<file path="config.mk">
export PLATFORM = sky130hd
export DESIGN_NAME = eor_ctrl
export DESIGN_NICKNAME = d
export VERILOG_FILES = /design/src/rtl/eor_pkg.sv /design/src/rtl/eor_ctrl.sv
export SDC_FILE = /design/constraint.sdc
export NUM_CORES = 1
export LEC_CHECK = 0
export ABC_AREA = 0
export BUFFER_PORTS_ARGS = -buffer_cell sky130_fd_sc_hd__buf_2
export CAP_MARGIN = 15
export CORE_AREA = 2 2 39 41
export DETAILED_ROUTE_END_ITERATION = 10
export DIE_AREA = 0 0 41 43
export HOLD_SLACK_MARGIN = 0.15
export PLACE_DENSITY = 0.68
export SLEW_MARGIN = 20
export SYNTH_ARGS = -nofsm -noshare
export SYNTH_HDL_FRONTEND = slang
export SYNTH_SLANG_ARGS = --single-unit
</file>
<file path="constraint.sdc">
create_clock -name clk -period 2.6 [get_ports clk]
set_input_delay 0.52 -clock clk [delete_from_list [all_inputs] [get_ports clk]]
set_output_delay 0.52 -clock clk [all_outputs]
set_load 0.01 [all_outputs]
</file>
<file path="src/rtl/eor_pkg.sv">
// eor_pkg: types and constants shared by the extent overlay resolver.
// Used by eor_ctrl, eor_dp and extent_overlay_resolver; no dependencies.
package eor_pkg;

	localparam int OFS_W  = 48;
	localparam int LEN_W  = 32;
	localparam int ID_W   = 48;
	localparam int GEN_W  = 32;
	localparam int CS_W   = 33;
	localparam int CI_W   = 24;
	localparam int FL_W   = 48;
	localparam int XE_W   = 49;
	localparam int WB_W   = 57;
	localparam int WE_W   = 58;
	localparam int SRC_MW = 5;
	localparam int DATA_W = 64;
	localparam int ADDR_W = 5;

	localparam logic [1:0] REG_CHUNK_SIZE  = 2'd0;
	localparam logic [1:0] REG_CHUNK_INDEX = 2'd1;
	localparam logic [1:0] REG_FILE_LENGTH = 2'd2;

	// one interval of the window list
	typedef struct packed {
		logic [OFS_W-1:0]  b;
		logic [OFS_W-1:0]  e;
		logic              used;
		logic [SRC_MW-1:0] src;
	} ent_t;

	typedef struct packed {
		logic load;
		logic clr_job;
		logic win_mul;
		logic win_init;
		logic pass_start;
		logic rd;
		logic p0;
		logic p1;
		logic p2;
		logic pass_end;
		logic emit_start;
		logic emit;
	} cmd_t;

	typedef struct packed {
		logic cnt_zero;
		logic i_done;
		logic free_zero;
		logic k_zero;
		logic overlap;
	} sts_t;

endpackage

</file>
<file path="src/rtl/eor_ctrl.sv">
// eor_ctrl: sequencer for load, window setup, carve passes and emission.
// Depends on eor_pkg; drives eor_dp through cmd_t, reads sts_t.
module eor_ctrl (
	input  logic          clk,
	input  logic          arst_n,
	input  logic          start,
	input  logic          last_extent,
	input  eor_pkg::sts_t sts,
	output eor_pkg::cmd_t cmd,
	output logic          busy
);
	import eor_pkg::*;

	localparam logic [3:0] S_IDLE = 4'd0;
	localparam logic [3:0] S_MUL  = 4'd1;
	localparam logic [3:0] S_WIN  = 4'd2;
	localparam logic [3:0] S_WCHK = 4'd3;
	localparam logic [3:0] S_XSET = 4'd4;
	localparam logic [3:0] S_RD   = 4'd5;
	localparam logic [3:0] S_P0   = 4'd6;
	localparam logic [3:0] S_P1   = 4'd7;
	localparam logic [3:0] S_P2   = 4'd8;
	localparam logic [3:0] S_PEND = 4'd9;
	localparam logic [3:0] S_EST  = 4'd10;
	localparam logic [3:0] S_ERD  = 4'd11;
	localparam logic [3:0] S_EOUT = 4'd12;
	localparam logic [3:0] S_DONE = 4'd13;

	logic [3:0] state_q, state_d;

	always_ff @(posedge clk or negedge arst_n) begin
		if (!arst_n) begin
			state_q <= S_IDLE;
		end else begin
			state_q <= state_d;
		end
	end

	always_comb begin
		cmd     = '0;
		state_d = state_q;
		unique case (state_q)
			S_IDLE: begin
				if (start) begin
					cmd.load = 1'b1;
					if (last_extent) state_d = S_MUL;
				end
			end
			S_MUL: begin
				cmd.win_mul = 1'b1;
				state_d = S_WIN;
			end
			S_WIN: begin
				cmd.win_init = 1'b1;
				state_d = S_WCHK;
			end
			S_WCHK: begin
				state_d = (sts.free_zero || sts.cnt_zero) ? S_EST : S_XSET;
			end
			S_XSET: begin
				cmd.pass_start = 1'b1;
				state_d = S_RD;
			end
			S_RD: begin
				if (sts.i_done) begin
					state_d = S_PEND;
				end else begin
					cmd.rd = 1'b1;
					state_d = S_P0;
				end
			end
			S_P0: begin
				cmd.p0 = 1'b1;
				state_d = sts.overlap ? S_P1 : S_RD;
			end
			S_P1: begin
				cmd.p1 = 1'b1;
				state_d = S_P2;
			end
			S_P2: begin
				cmd.p2 = 1'b1;
				state_d = S_RD;
			end
			S_PEND: begin
				cmd.pass_end = 1'b1;
				state_d = (sts.free_zero || sts.k_zero) ? S_EST : S_XSET;
			end
			S_EST: begin
				cmd.emit_start = 1'b1;
				state_d = S_ERD;
			end
			S_ERD: begin
				if (sts.i_done) begin
					state_d = S_DONE;
				end else begin
					cmd.rd = 1'b1;
					state_d = S_EOUT;
				end
			end
			S_EOUT: begin
				cmd.emit = 1'b1;
				state_d = S_ERD;
			end
			S_DONE: begin
				cmd.clr_job = 1'b1;
				state_d = S_IDLE;
			end
			default: state_d = S_IDLE;
		endcase
	end

	assign busy = (state_q != S_IDLE);

	a_last_starts: assert property (@(posedge clk) disable iff (!arst_n)
		(start && !busy && last_extent) |=> (state_q == S_MUL))
		else $error("resolve did not start");
	a_plain_load: assert property (@(posedge clk) disable iff (!arst_n)
		(start && !busy && !last_extent) |=> !busy)
		else $error("plain load went busy");
	a_done_idle: assert property (@(posedge clk) disable iff (!arst_n)
		(state_q == S_DONE) |=> !busy)
		else $error("job end did not return to idle");

endmodule

</file>
==> results.py <==
metrics = {
    "floorplanning": {
        "rows": 14,
        "ios": 22,
        "die_width_um": 41,
        "start_util_pct": 29.7,
        "design.core.area_um2": 1380,
        "die_h_um": 43,
        "die_area_um2": 1760,
    },
    "detailed_routing": {
        "drc": 0,
        "viasPerCell": 5.13,
        "antenna_left": 0,
        "drtIter0Drc": 8,
        "wl_um": 1090,
        "vias": 508,
        "wl_per_cell_um": 11.0,
        "drt-pass1-iter-count": 4,
    },
    "run": {
        "drv_cap": 0,
    },
    "setup_path": {
        "r2r_setup_slack_ps": 1170,
        "path_class": "reg -> out",
        "cp-end-kind": "output port",
        "slowest_stage": "dfrtp_1",
        "critical_path.cell_chain": "nand2b_1 -> nor2_1 -> nor2_1 -> nor2_1 -> buf_2",
        "cp_common_cell": "nor2_1",
        "path_delay_family": "simple AND/OR/NAND/NOR gates",
        "critPathCapture": "cmd[6]",
        "worstReg2RegEnd": "state_q[2]$_DFFE_PN0P_",
        "critPathLaunch": "state_q[3]$_DFFE_PN0P_",
        "cp.buffers_inverters": 1,
        "cpPeakStageDelay_ps": 490,
        "crit_arrival_ps": 1450,
        "cp_data_required_time_ps": 2080,
        "startpoint_type": "flop",
        "critPathMaxFanout": 12,
        "cp_num_cells": 5,
        "r2r-start": "state_q[3]$_DFFE_PN0P_",
        "r2r_cells": 4,
    },
    "synth": {
        "synthCells": 63,
        "yosys_warnings": 0,
        "synth_area_um2": 410,
        "ys_seq_area_share_pct": 24.4,
        "synth_area_leaders": "dfrtp_1 (24%), nor2_1 (14%), nor3_1 (7.3%), nand2b_1 (6.1%), a21oi_1 (4.9%)",
        "synth.distinct_cells": 23,
        "yosys.area.top_type": "dfrtp_1",
        "synth-seq-cells": 4,
        "synth_fp_nets": 72,
        "synth_top_area_share_pct": 24.4,
        "avgSynthCellArea_um2": 6.51,
    },
    "placement": {
        "gp_congestion": 0.808,
        "hpwl_um": 811,
        "port_buffers": 21,
        "preCtsSetupSlack_ps": 878,
    },
    "clocking": {
        "numCtsBuffers": 3,
        "worst_skew_pair.late_latency_ps": 250,
        "cts_num_sinks": 4,
        "tritoncts": "built",
        "htree_levels": 1,
        "post_cts_buffers": 0,
        "clk_pin_slew_worst_paths_ps": 40,
        "clockBufferDepth": 2,
        "cts_root_buffer": "clkbuf_4",
    },
    "timing": {
        "rsz0062_at_grt": "false",
        "post-route-min-period_ps": 1970,
        "finalHoldViolations": 0,
        "fin_crit_sh_pct": 75.9,
        "finalClockSkew_ps": 8.06,
        "maxSlewHeadroom_pct": 70.9,
        "worst_pin_slew_ps": 437,
        "finalSetupViolations": 0,
        "finalWorstSetupSlack_ps": 626,
        "fin_tns_setup_ps": 0,
        "fmax_mhz": 507,
        "drv_slew": 0,
        "fin_hold_ws_ps": 606,
    },
    "grt": {
        "grt_pass1_wl_um": 1650,
        "antenna_found_initial": 0,
        "grt-ovfl-total": 0,
        "grt_max_degree": 18,
        "grtUsageTotal_pct": 14.2,
        "first_global_vias": 397,
    },
    "cells_and_area": {
        "syn2layout_area_growth_pct": 31.1,
        "reg_top3": "state_q x4",
        "nets": 94,
        "insertedDiodeCount": 0,
        "drive_gt1_share_pct": 30.1,
        "largest_reg_flops": 4,
        "regMostFlops": "state_q",
    },
    "power_and_ir_drop": {
        "ir_drop_v": 0.000383,
        "power_density_nw_per_um2": 1080,
        "cellLeakagePower_nw": 0.278,
    },
    "hold_path": {
        "hold_path.class": "in -> async",
    },
    "run_status": {
        "outcome": "complete, no violations",
    },
}
-- worst min path at each step --
stage           start                      to  cells past startpoint
2_1_floorplan  arst_n  state_q[0]$_DFFE_PN0P_                      0
3_3_place_gp   arst_n  state_q[0]$_DFFE_PN0P_                      1
3_5_place_dp   arst_n  state_q[1]$_DFFE_PN0P_                      1
4_1_cts        arst_n  state_q[0]$_DFFE_PN0P_                      2
5_1_grt        arst_n  state_q[0]$_DFFE_PN0P_                      2
6_report       arst_n  state_q[0]$_DFFE_PN0P_                      2
-- synthesized netlist by cell type --
| library cell | instances |
|---|---|
| o21bai_1 | 1 |
| nand2_1 | 5 |
| or4_4 | 1 |
| and3_1 | 1 |
| o311ai_1 | 1 |
| nor3_1 | 6 |
| a21boi_0 | 1 |
| o21ai_0 | 3 |
| inv_1 | 3 |
| buf_6 | 1 |
| nand4_1 | 1 |
| nor2_1 | 15 |
| a21oi_1 | 4 |
| buf_2 | 3 |
| nand2b_1 | 4 |
| nor2b_1 | 2 |
| nand3_1 | 2 |
| o311a_1 | 1 |
| clkbuf_1 | 1 |
| nor3b_1 | 1 |
| o2111ai_1 | 1 |
| o211ai_1 | 1 |
| dfrtp_1 | 4 |
-- per-layer routing --
| layer | global-route usage, % | part of all wire, % | wire length, um | up-vias |
|---|---|---|---|---|
| met2 | 21.9 | 48 | 516 | 26 |
| met3 | 3.14 | 8.8 | 96 | 2 |
| li1 | - | - | - | 260 |
| met4 | 8.00 | 1.2 | 13 | 0 |
| met5 | 0 | 0 | 0 | - |
| met1 | 17.1 | 42 | 460 | 220 |
-- repair_timing --
item	CTS	global route
gates resized for setup	0	0
hold endpoints to repair	4	0
hold buffers	1	0
-- placed cells by master (no fill, tap or decap) --
cell type,count
o211ai_1,1
o2111ai_1,1
nor2b_1,2
o21bai_1,1
and3_1,1
clkbuf_4,3
o311a_1,1
nand3_1,2
nor3b_1,1
buf_2,21
a21boi_0,1
nor3_1,6
or4_4,1
nand2_1,5
inv_1,3
nand2b_1,4
o311ai_1,1
nor2_1,15
dlygate4sd3_1,1
a21oi_1,4
nand4_1,1
dfrtp_1,4
o21ai_0,3
-- final cells by class --
type	count	area, um^2
fill	154	846
multi-input combinational	51	269
timing repair buffer	22	115
sequential	4	100
clock buffer	3	22.5
tap	16	20.0
inverter	3	11.3
-- worst register-to-register path: cells and delay by family, from the launching register on --
kind / cells / cell delay [ps]
compound gates: 2 / 320
simple gates: 2 / 430
flops: 1 / 540
-- kinds of logic (layout without fill, tap and decap cells) --
kind of cell,after synthesis,count (layout),share of synthesized area (%)
AO/OA/AOI/OAI,13,13,20.7
buffers and inverters,8,28,10.1
flip-flops,4,4,24.4
AND/OR/NAND/NOR,38,38,44.8
-- metrics by stage --
| stage | utilization (%) | total power, W | std cells | cell area (um^2) |
|---|---|---|---|---|
| floorplan | - | 0.000425 | 63 | 410 |
| global route | 38.9 | 0.000645 | 99 | 538 |
| global placement | 36.5 | 0.000495 | 95 | 505 |
| CTS | 38.9 | 0.000585 | 99 | 538 |
| finish | 38.9 | 0.000584 | 99 | 538 |
| detailed placement | 36.5 | 0.000502 | 95 | 505 |
-- power breakdown --
part	total [W]	internal, W	switching, W
Combinational	0.000317	0.000144	0.000174
Sequential	0.000185	0.0000917	0.0000931
Clock	0.0000817	0.0000519	0.0000298
Power figures use the tool's default switching activity.
